===== src/hdl/ist_pkg.sv =====
package ist_pkg;

    localparam int CAPACITY = 16;
    localparam int IDX_W    = (CAPACITY > 1) ? $clog2(CAPACITY) : 1;
    localparam int CNT_W    = $clog2(CAPACITY + 1);
    localparam int VAL_W    = 32;

    typedef enum logic [1:0] {
        OP_INSERT = 2'd0,
        OP_REMOVE = 2'd1,
        OP_QUERY  = 2'd2
    } t_op;

    typedef enum logic [1:0] {
        ST_DONE    = 2'd0,
        ST_PRESENT = 2'd1,
        ST_ABSENT  = 2'd2,
        ST_FULL    = 2'd3
    } t_status;

    typedef struct packed {
        logic [1:0]              opcode;
        logic signed [VAL_W-1:0] value;
    } t_in_item;

    typedef struct packed {
        logic [1:0] status;
        logic       found;
        logic [4:0] element_count;
    } t_out_item;

    // Broadcast from the top level to every cell.
    typedef struct packed {
        logic             remove_go;
        logic             insert_go;
        logic [CNT_W-1:0] count;
        logic [VAL_W-1:0] value;
    } t_cell_ctl;

endpackage


===== src/hdl/integer_set_table.sv =====
// integer_set_table: a bounded set of signed 32-bit integers, insertion ordered.
// Input channel (i_in_valid / o_in_ready / i_in_item) carries one request per
// item: insert, remove or membership query on i_in_item.value.
// Output channel (o_out_valid / i_out_ready / o_out_item) returns exactly one
// result item per request: status, found flag and element count after it.
// The table is a row of cells, one entry each; all cells compare against the
// request at once, and on remove every cell at or past the match copies its
// right neighbor, closing the gap in the same cycle.
// The result is registered and appears in the cycle after the request is accepted.
// Throughput: one item per cycle while the receiver keeps taking results.
// The output register decouples the sides; when the receiver stalls the
// result holds and o_in_ready drops until it is taken.
// Reset empties the table (count zero) and clears the output valid; entry
// contents need no clearing because only entries below the count are read.
module integer_set_table (
    input  logic               i_clk,
    input  logic               i_rst_n,
    input  logic               i_in_valid,
    output logic               o_in_ready,
    input  ist_pkg::t_in_item  i_in_item,
    output logic               o_out_valid,
    input  logic               i_out_ready,
    output ist_pkg::t_out_item o_out_item
);
    import ist_pkg::*;

    logic [CNT_W-1:0] r_count;
    logic [CNT_W-1:0] n_count;
    logic             r_out_valid;
    logic             n_out_valid;
    t_out_item        r_out;
    t_out_item        n_out;

    logic             accept;
    logic             hit;
    logic             full;
    t_status          status;
    t_cell_ctl        ctl;
    logic             hit_chain [CAPACITY+1];
    logic [VAL_W-1:0] data_row  [CAPACITY+1];

    assign o_in_ready  = !r_out_valid || i_out_ready;
    assign accept      = i_in_valid && o_in_ready;
    assign o_out_valid = r_out_valid;
    assign o_out_item  = r_out;

    assign hit  = hit_chain[CAPACITY];
    assign full = r_count >= CNT_W'(CAPACITY);

    // Decide the request outcome from the cell row's match.
    always_comb begin
        n_count = r_count;
        status  = ST_DONE;
        case (t_op'(i_in_item.opcode))
            OP_INSERT: begin
                if (hit) begin
                    status = ST_PRESENT;
                end else if (full) begin
                    status = ST_FULL;
                end else begin
                    n_count = r_count + CNT_W'(1);
                end
            end
            OP_REMOVE: begin
                if (!hit) begin
                    status = ST_ABSENT;
                end else begin
                    n_count = r_count - CNT_W'(1);
                end
            end
            default: begin
                status = hit ? ST_DONE : ST_ABSENT;
            end
        endcase
    end

    always_comb begin
        ctl.value     = i_in_item.value;
        ctl.count     = r_count;
        ctl.insert_go = accept && (t_op'(i_in_item.opcode) == OP_INSERT) && !hit && !full;
        ctl.remove_go = accept && (t_op'(i_in_item.opcode) == OP_REMOVE) && hit;
    end

    assign hit_chain[0]        = 1'b0;
    assign data_row[CAPACITY]  = data_row[CAPACITY-1];

    for (genvar g = 0; g < CAPACITY; g++) begin : g_cell
        ist_cell u_cell (
            .i_clk        (i_clk),
            .i_index      (IDX_W'(g)),
            .i_ctl        (ctl),
            .i_hit_left   (hit_chain[g]),
            .i_data_right (data_row[g+1]),
            .o_hit_right  (hit_chain[g+1]),
            .o_data       (data_row[g])
        );
    end

    always_comb begin
        n_out_valid = r_out_valid;
        n_out       = r_out;
        if (accept) begin
            n_out_valid         = 1'b1;
            n_out.status        = status;
            n_out.found         = hit;
            n_out.element_count = 5'(n_count);
        end else if (i_out_ready) begin
            n_out_valid = 1'b0;
        end
    end

    always_ff @(posedge i_clk) begin
        if (!i_rst_n) begin
            r_count     <= '0;
            r_out_valid <= 1'b0;
        end else begin
            r_count     <= accept ? n_count : r_count;
            r_out_valid <= n_out_valid;
        end
    end

    always_ff @(posedge i_clk) begin
        r_out <= n_out;
    end

endmodule


===== src/hdl/ist_cell.sv =====
module ist_cell (
    input  logic                      i_clk,
    input  logic [ist_pkg::IDX_W-1:0] i_index,
    input  ist_pkg::t_cell_ctl        i_ctl,
    input  logic                      i_hit_left,
    input  logic [ist_pkg::VAL_W-1:0] i_data_right,
    output logic                      o_hit_right,
    output logic [ist_pkg::VAL_W-1:0] o_data
);
    import ist_pkg::*;

    logic [VAL_W-1:0] r_data;
    logic [CNT_W-1:0] index_ext;
    logic             live;
    logic             hit_here;

    assign index_ext   = CNT_W'(i_index);
    assign live        = index_ext < i_ctl.count;
    assign hit_here    = live && (r_data == i_ctl.value);
    // Match at or left of this cell: on remove, pull the right neighbor in.
    assign o_hit_right = i_hit_left | hit_here;
    assign o_data      = r_data;

    always_ff @(posedge i_clk) begin
        if (i_ctl.remove_go && o_hit_right) begin
            r_data <= i_data_right;
        end else if (i_ctl.insert_go && (index_ext == i_ctl.count)) begin
            r_data <= i_ctl.value;
        end
    end

endmodule


===== config.mk =====
export PLATFORM = sky130hd
export DESIGN_NAME = integer_set_table
export DESIGN_NICKNAME = d
export VERILOG_FILES = /design/src/hdl/ist_pkg.sv /design/src/hdl/integer_set_table.sv /design/src/hdl/ist_cell.sv
export SDC_FILE = /design/constraint.sdc
export NUM_CORES = 1
export LEC_CHECK = 0
export BUFFER_PORTS_ARGS = -buffer_cell sky130_fd_sc_hd__clkbuf_2
export CAP_MARGIN = 25
export CELL_PAD_IN_SITES_DETAIL_PLACEMENT = 1
export CELL_PAD_IN_SITES_GLOBAL_PLACEMENT = 2
export CORE_ASPECT_RATIO = 0.6
export CORE_MARGIN = 2
export CORE_UTILIZATION = 46
export CTS_CLUSTER_DIAMETER = 50
export DETAILED_ROUTE_END_ITERATION = 8
export PLACE_DENSITY = 0.89
export SYNTH_ARGS = -nofsm -noshare
export SYNTH_HDL_FRONTEND = slang
export SYNTH_SLANG_ARGS = --single-unit

===== constraint.sdc =====
create_clock -name i_clk -period 9.29 [get_ports i_clk]
set_input_delay 1.3935 -clock i_clk [delete_from_list [all_inputs] [get_ports i_clk]]
set_output_delay 1.3935 -clock i_clk [all_outputs]
set_load 0.005 [all_outputs]

## Yosys cells after proc, flatten, opt, wreduce, memory -nomap -nowiden

Cells that the tools add are included.

| storage, ports and cells | value |
|---|---|
| output and inout bits | 10 |
| logic and storage cells | 205 |
| bits of input ports | 38 |
| register bits after elaboration | 526 |

| cells by class | value |
|---|---|
| add/sub/neg operators | 2 |
| equality and inequality tests | 32 |
| reductions and logical operators | 77 |
| bitwise gates (word level) | 16 |
| muxes and demuxes | 40 |
| $lt $le $gt $ge | 17 |

Operators by type and width:

| cell | number |
|---|---|
| $mux 32 | 30 |
| $eq 32x32->1 | 16 |
| $logic_and 1x1->1 | 54 |
| $eq 4x5->1 const A | 8 |
| $lt 4x5->1 const A | 8 |
| $reduce_bool 2->1 | 16 |
| $eq 3x5->1 const A | 4 |
| $lt 3x5->1 const A | 4 |
| $mux 5 | 3 |
| $or 1x1->1 | 15 |
| $eq 2x5->1 const A | 2 |
| $lt 1x5->1 const A | 2 |
| $lt 2x5->1 const A | 2 |
| $pmux 5 s2 | 1 |
| $mux 2 | 4 |
| $add 5x1->5 const B | 1 |
| $eq 1x5->1 const A | 1 |
| $ge 5x5->1 const B | 1 |
| $logic_not 5->1 | 1 |
| $sub 5x1->5 const B | 1 |
| $logic_not 1->1 | 3 |
| $eq 2x1->1 const B | 1 |
| $logic_not 2->1 | 1 |
| $mux 1 | 2 |
| other kinds (3) | 3 |

## Longest topological paths before layout

| depth | value |
|---|---|
| depth after elaboration | 23 |
| depth in mapped cells | 15 |
| mapped depth without buffers | 9 |

## Modules after synthesis

Synthesis repeated with hierarchy kept, for this count alone.

| second synthesis, totals | value |
|---|---|
| cell total of the unflattened synthesis | 4799 |
| area total of the unflattened synthesis | 45537.4 um^2 |

By module, submodules not included:

| module | area an instance (um^2) | times used | cells each |
|---|---|---|---|
| ist_cell | 2798.9 | 16 | 295 |
| integer_set_table | 754.5 | 1 | 79 |

## Worst setup path after synthesis

OpenSTA, ideal clock, no wires.

| timing | value |
|---|---|
| kind | input to register |
| start | input port i_in_item[4] (netlist name) |
| end | register g_cell[11].u_cell.r_data[0] (enable) |
| stages on the path | 13 |
| path buffers | 4 |
| required time | 8779 ps |
| path slack | 2163 ps |
| data arrival time | 6616 ps |
| cells stage by stage | clkbuf_1 buf_2 buf_2 xnor2_1 nand4_1 nor4_1 nand3_1 nand2_1 nor4b_1 and3_1 buf_6 nand3_1 o41ai_1 |

| on the way | value |
|---|---|
| cells in the longest elaborated chain, start to end | 22 |
| elaborated cells on any way between the ends | 54 |

Ends and longest elaborated chain:

| what | RTL line | source |
|---|---|---|
| from (decl) | integer_set_table.sv:20 | `input ist_pkg::t_in_item i_in_item,` |
| $eq 32x32->1 | ist_cell.sv:19 | `assign hit_here = live && (r_data == i_ctl.value);` |
| $logic_and 1x1->1 | ist_cell.sv:19 |  |
| $or 1x1->1 (15 in a row) | ist_cell.sv:21 | `assign o_hit_right = i_hit_left \| hit_here;` |
| $logic_not 1->1 | integer_set_table.sv:80 | `ctl.insert_go = accept && (t_op'(i_in_item.opcode) == OP_INSERT) && !hit && !full;` |
| $logic_and 1x1->1 (2 in a row) | integer_set_table.sv:80 |  |
| $logic_and 1x1->1 | ist_cell.sv:27 | `end else if (i_ctl.insert_go && (index_ext == i_ctl.count)) begin` |
| $reduce_bool 2->1 (no line) (*) | -- |  |
| to (signal assigned) | ist_cell.sv:26 | `r_data <= i_data_right;` |
| to (signal assigned) | ist_cell.sv:28 | `r_data <= i_ctl.value;` |
| to (decl) | ist_cell.sv:12 | `logic [VAL_W-1:0] r_data;` |

Every way passes the cells marked *; elsewhere a longest branch is shown, timed or not.
A chain may end at the register's enable or synchronous reset.

## Worst setup path in the final report

| timing | value |
|---|---|
| start | input port i_in_item[4] (netlist name) |
| end | register g_cell[2].u_cell.r_data[6] (enable) |

| on the way | value |
|---|---|
| cells in the longest elaborated chain, start to end | 22 |
| elaborated cells on any way between the ends | 54 |

Ends and longest elaborated chain:

| what | RTL line |
|---|---|
| $eq 32x32->1 | ist_cell.sv:19 |
| $logic_and 1x1->1 | ist_cell.sv:19 |
| $or 1x1->1 (15 in a row) | ist_cell.sv:21 |
| $logic_not 1->1 | integer_set_table.sv:80 |
| $logic_and 1x1->1 (2 in a row) | integer_set_table.sv:80 |
| $logic_and 1x1->1 | ist_cell.sv:27 |
| $reduce_bool 2->1 (no line) (*) | -- |
| to (signal assigned) | ist_cell.sv:26 |
| to (signal assigned) | ist_cell.sv:28 |
| to (decl) | ist_cell.sv:12 |

Marks and branches as above.

==> impl_metrics.json <==
{
  "cp_data_arrival_time_ns": 6.35,
  "syn_area_per_cell_um2": 13.8,
  "p_leak_nw": 10.1,
  "post-route-period-util_pct": 66.1,
  "hold_viol_final": 0,
  "tightest_slew_ns": 1.02,
  "use_met3_pct": 11.8,
  "vias": 18800,
  "hold_path_class": "reg2reg",
  "grtUsageMet1_pct": 48.0,
  "ys_async_sr_fraction_pct": 0,
  "final_layout_size_suffix_gt1_share_pct": 30.7,
  "coreArea_mm2": 0.0626,
  "cts.path.max_buffers": 3,
  "cts_tree": "built",
  "grt_pass1_vias": 18800,
  "synth-seq-cells": 526,
  "ys_seq_area_share_pct": 54.1,
  "ir_drop_mv": 0.127,
  "crit_path_max_incr_delay_ns": 0.79,
  "finalNetCount": 2142,
  "antenna_found_initial": 3,
  "max_freq_mhz": 163,
  "pin_count": 48,
  "synth_edf_count": 520,
  "grt_start_max_net_pins": 37,
  "fp-row-count": 71,
  "synthCells": 2107,
  "cap_viol_max_count": 0,
  "gp_congestion": 0.989,
  "cp_max_fo": 33,
  "instances_no_fill": 2981,
  "drt_wl_total_mm": 101,
  "timing.slew.headroom_pct": 31.7,
  "start_util_pct": 46.5,
  "slew_violations": 0,
  "num_antenna_cells": 0,
  "first_iter_violations": 2940,
  "status": "completed",
  "finalSetupViolCount": 0,
  "cp_cell_sequence": "clkbuf_2 -> buf_4 -> xor2_1 -> nor4_1 -> nand4_1 -> o41ai_1 -> nor4_2 -> buf_4 -> a21o_1 -> a21oi_4 -> a31o_2",
  "placedCellCount": 2881,
  "cts_hold_buf": 0,
  "overflow": 0,
  "crit_buf_inv": 3,
  "critPathCaptureType": "flip-flop",
  "path_clk_slew_ns": 0.06,
  "synth_cell_types": 65,
  "synth_ff_type": "edfxtp_1",
  "critPathKind": "in2reg",
  "cts_resized": 0,
  "portBuffers": 47,
  "finalClockSkew_ns": 0.0319,
  "viasPerCell": 6.31,
  "cts.sinks": 526,
  "finalHoldWorstSlack_ns": 0.541,
  "grt_pass1_wl_mm": 142,
  "fin_setup_tns_ns": 0,
  "remaining_drc_errors": 0,
  "synthToLayoutAreaGrowth_pct": 9.43,
  "die_h_um": 199,
  "clk_latency_ns": 0.61,
  "dpl.hpwl_mm": 72.3,
  "cts_made_buffers": 53,
  "syn_area_mm2": 0.0291,
  "power.density_mw_per_mm2": 166,
  "cp_top_family": "compound AO/OA/AOI/OAI gates",
  "grt_busiest_layer": "met1",
  "rsz0062_at_grt": "no",
  "syn_nets": 2150,
  "yosys_warnings": 0,
  "h-tree-depth": 2,
  "post_cts_buffers": 0,
  "min_period_ns": 6.14,
  "fin_area_mm2": 0.0319,
  "placed_area_mm2": 0.0301,
  "grt_use_met2_pct": 39.5,
  "critPathRequiredTime_ns": 9.51,
  "dieArea_mm2": 0.0654,
  "avgRoutedWirePerCell_um": 33.8,
  "cp-start-kind": "input pin",
  "crit_slowest_cell": "a21oi_4",
  "drt_pass1_iterations": 5,
  "grt_usage_pct": 30.6,
  "cp_common_cell": "buf_4",
  "detail-route-antenna-nets": 0,
  "root_buffer": "clkbuf_16",
  "die_width_um": 329
}
## report_power, final
group / internal (W) / switching [W] / total [W]
clock network: 0.00122 / 0.000987 / 0.00221
registers: 0.00261 / 0.00000549 / 0.00262
logic: 0.000173 / 0.000273 / 0.000445
## synth_stat cells (3+ instances only)
| cell type | count | area (um2) |
|---|---|---|
| a211o_1 | 3 | 26.3 |
| a31oi_1 | 4 | 25.0 |
| mux2i_1 | 4 | 40.0 |
| buf_6 | 25 | 282 |
| buf_1 | 7 | 26.3 |
| nor2_1 | 27 | 101 |
| nand3_1 | 28 | 140 |
| o21ai_0 | 25 | 125 |
| mux2_1 | 32 | 360 |
| edfxtp_1 | 520 | 15600 |
| nor3_1 | 21 | 105 |
| mux2_2 | 404 | 4550 |
| xnor2_1 | 356 | 3120 |
| nand4_1 | 92 | 576 |
| buf_4 | 13 | 97.6 |
| nand4b_1 | 3 | 26.3 |
| inv_1 | 21 | 78.8 |
| a41o_1 | 5 | 50.1 |
| nor2b_1 | 6 | 37.5 |
| ha_1 | 5 | 62.6 |
| nor3_2 | 3 | 30.0 |
| or3_1 | 3 | 18.8 |
| clkbuf_1 | 68 | 255 |
| a31o_2 | 7 | 61.3 |
| and4_1 | 5 | 43.8 |
| xor2_1 | 150 | 1310 |
| nand2_1 | 48 | 180 |
| nand2b_1 | 10 | 62.6 |
| o2111ai_1 | 3 | 26.3 |
| o21a_1 | 4 | 30.0 |
| o31ai_1 | 4 | 30.0 |
| dfxtp_1 | 6 | 120 |
| buf_2 | 67 | 335 |
| and3_1 | 4 | 25.0 |
| nor4_1 | 51 | 319 |
| a21oi_1 | 9 | 45.0 |
| mux2_4 | 29 | 435 |
## worst reg2reg max path, stage by stage (launching register included)
cell and delay (ns):
dfxtp_1 0.73, or4b_1 0.61, nand3_1 0.18, nor4_1 0.10, and4_1 0.18, a31oi_1 0.67, nor4b_1 0.46, and3_1 0.66
nand3_1 0.64, nor3_2 0.38, buf_4 0.47
## kinds of logic (layout without fill, tap and decap cells)
group,count (synthesis),in the layout,synth area share (%)
AO/OA/AOI/OAI,85,85,2.14
XOR/XNOR,506,506,15.2
adder cells (fa/ha/maj),5,5,0.215
buffers and inverters,201,236,3.69
flip-flops,526,526,54.1
multiplexers,469,469,18.5
AND/OR/NAND/NOR,315,315,6.18
## final cells by class
class,count,area (um2)
clock buffers,64,1410
clock inverters,34,313
fillers,6107,30800
inverters,21,78.8
multi-input cells,1380,12500
flip-flops and latches,526,15700
well taps,839,1050
repair buffers,117,818
## registers in the layout, indices dropped and copies added (netlist names)
name	count
g_cell.u_cell.o_data	512
o_out_item	8
r_count	5
o_out_valid	1
## metal layers
| metal | wire, um | up-vias |
|---|---|---|
| met5 | 0 | - |
| met4 | 1440 | 0 |
| met3 | 14800 | 122 |
| met2 | 38200 | 1177 |
| met1 | 46300 | 9766 |
| li1 | - | 7740 |
## through the flow
stage	total power, W	setup WS (ns)	util (%)
CTS	0.00527	3.38	50.8
global placement	0.00309	2.79	48.0
finish	0.00527	3.15	50.9
detailed placement	0.00310	2.77	48.0
global route	0.00539	3.02	50.9
floorplan	0.00296	2.16	-
## worst paths after layout
check / startpoint / endpoint / slack, ns / cells after the start
worst max-delay path: i_in_item[4] / g_cell[2].u_cell.o_data[6] / 3.15 / 11
worst min-delay path: o_out_valid / o_out_valid / 0.54 / 2
worst max register to register: r_count[3] / g_cell[15].u_cell.o_data[7] / 3.83 / 10
worst min register to register: o_out_valid / o_out_valid / 0.54 / 2
## layout by cell type (no fill, tap or decap), types with 5 or more instances in the layout
cell type / count
edfxtp_1: 520
mux2_2: 404
xnor2_1: 356
xor2_1: 150
nand4_1: 92
buf_4: 66
clkbuf_16: 54
nor4_1: 51
nand2_1: 48
clkbuf_2: 47
mux2_1: 32
mux2_4: 29
nand3_1: 28
o21ai_0: 25
nor2_1: 24
inv_1: 21
nor3_1: 20
clkinv_1: 14
nand2b_1: 10
a21oi_1: 8
clkbuf_1: 8
a31o_2: 7
clkinv_2: 7
nor2b_1: 6
dfxtp_1: 6
a41o_1: 5
and4_1: 5
ha_1: 5
bufinv_16: 5
Power figures use the tool's default switching activity.
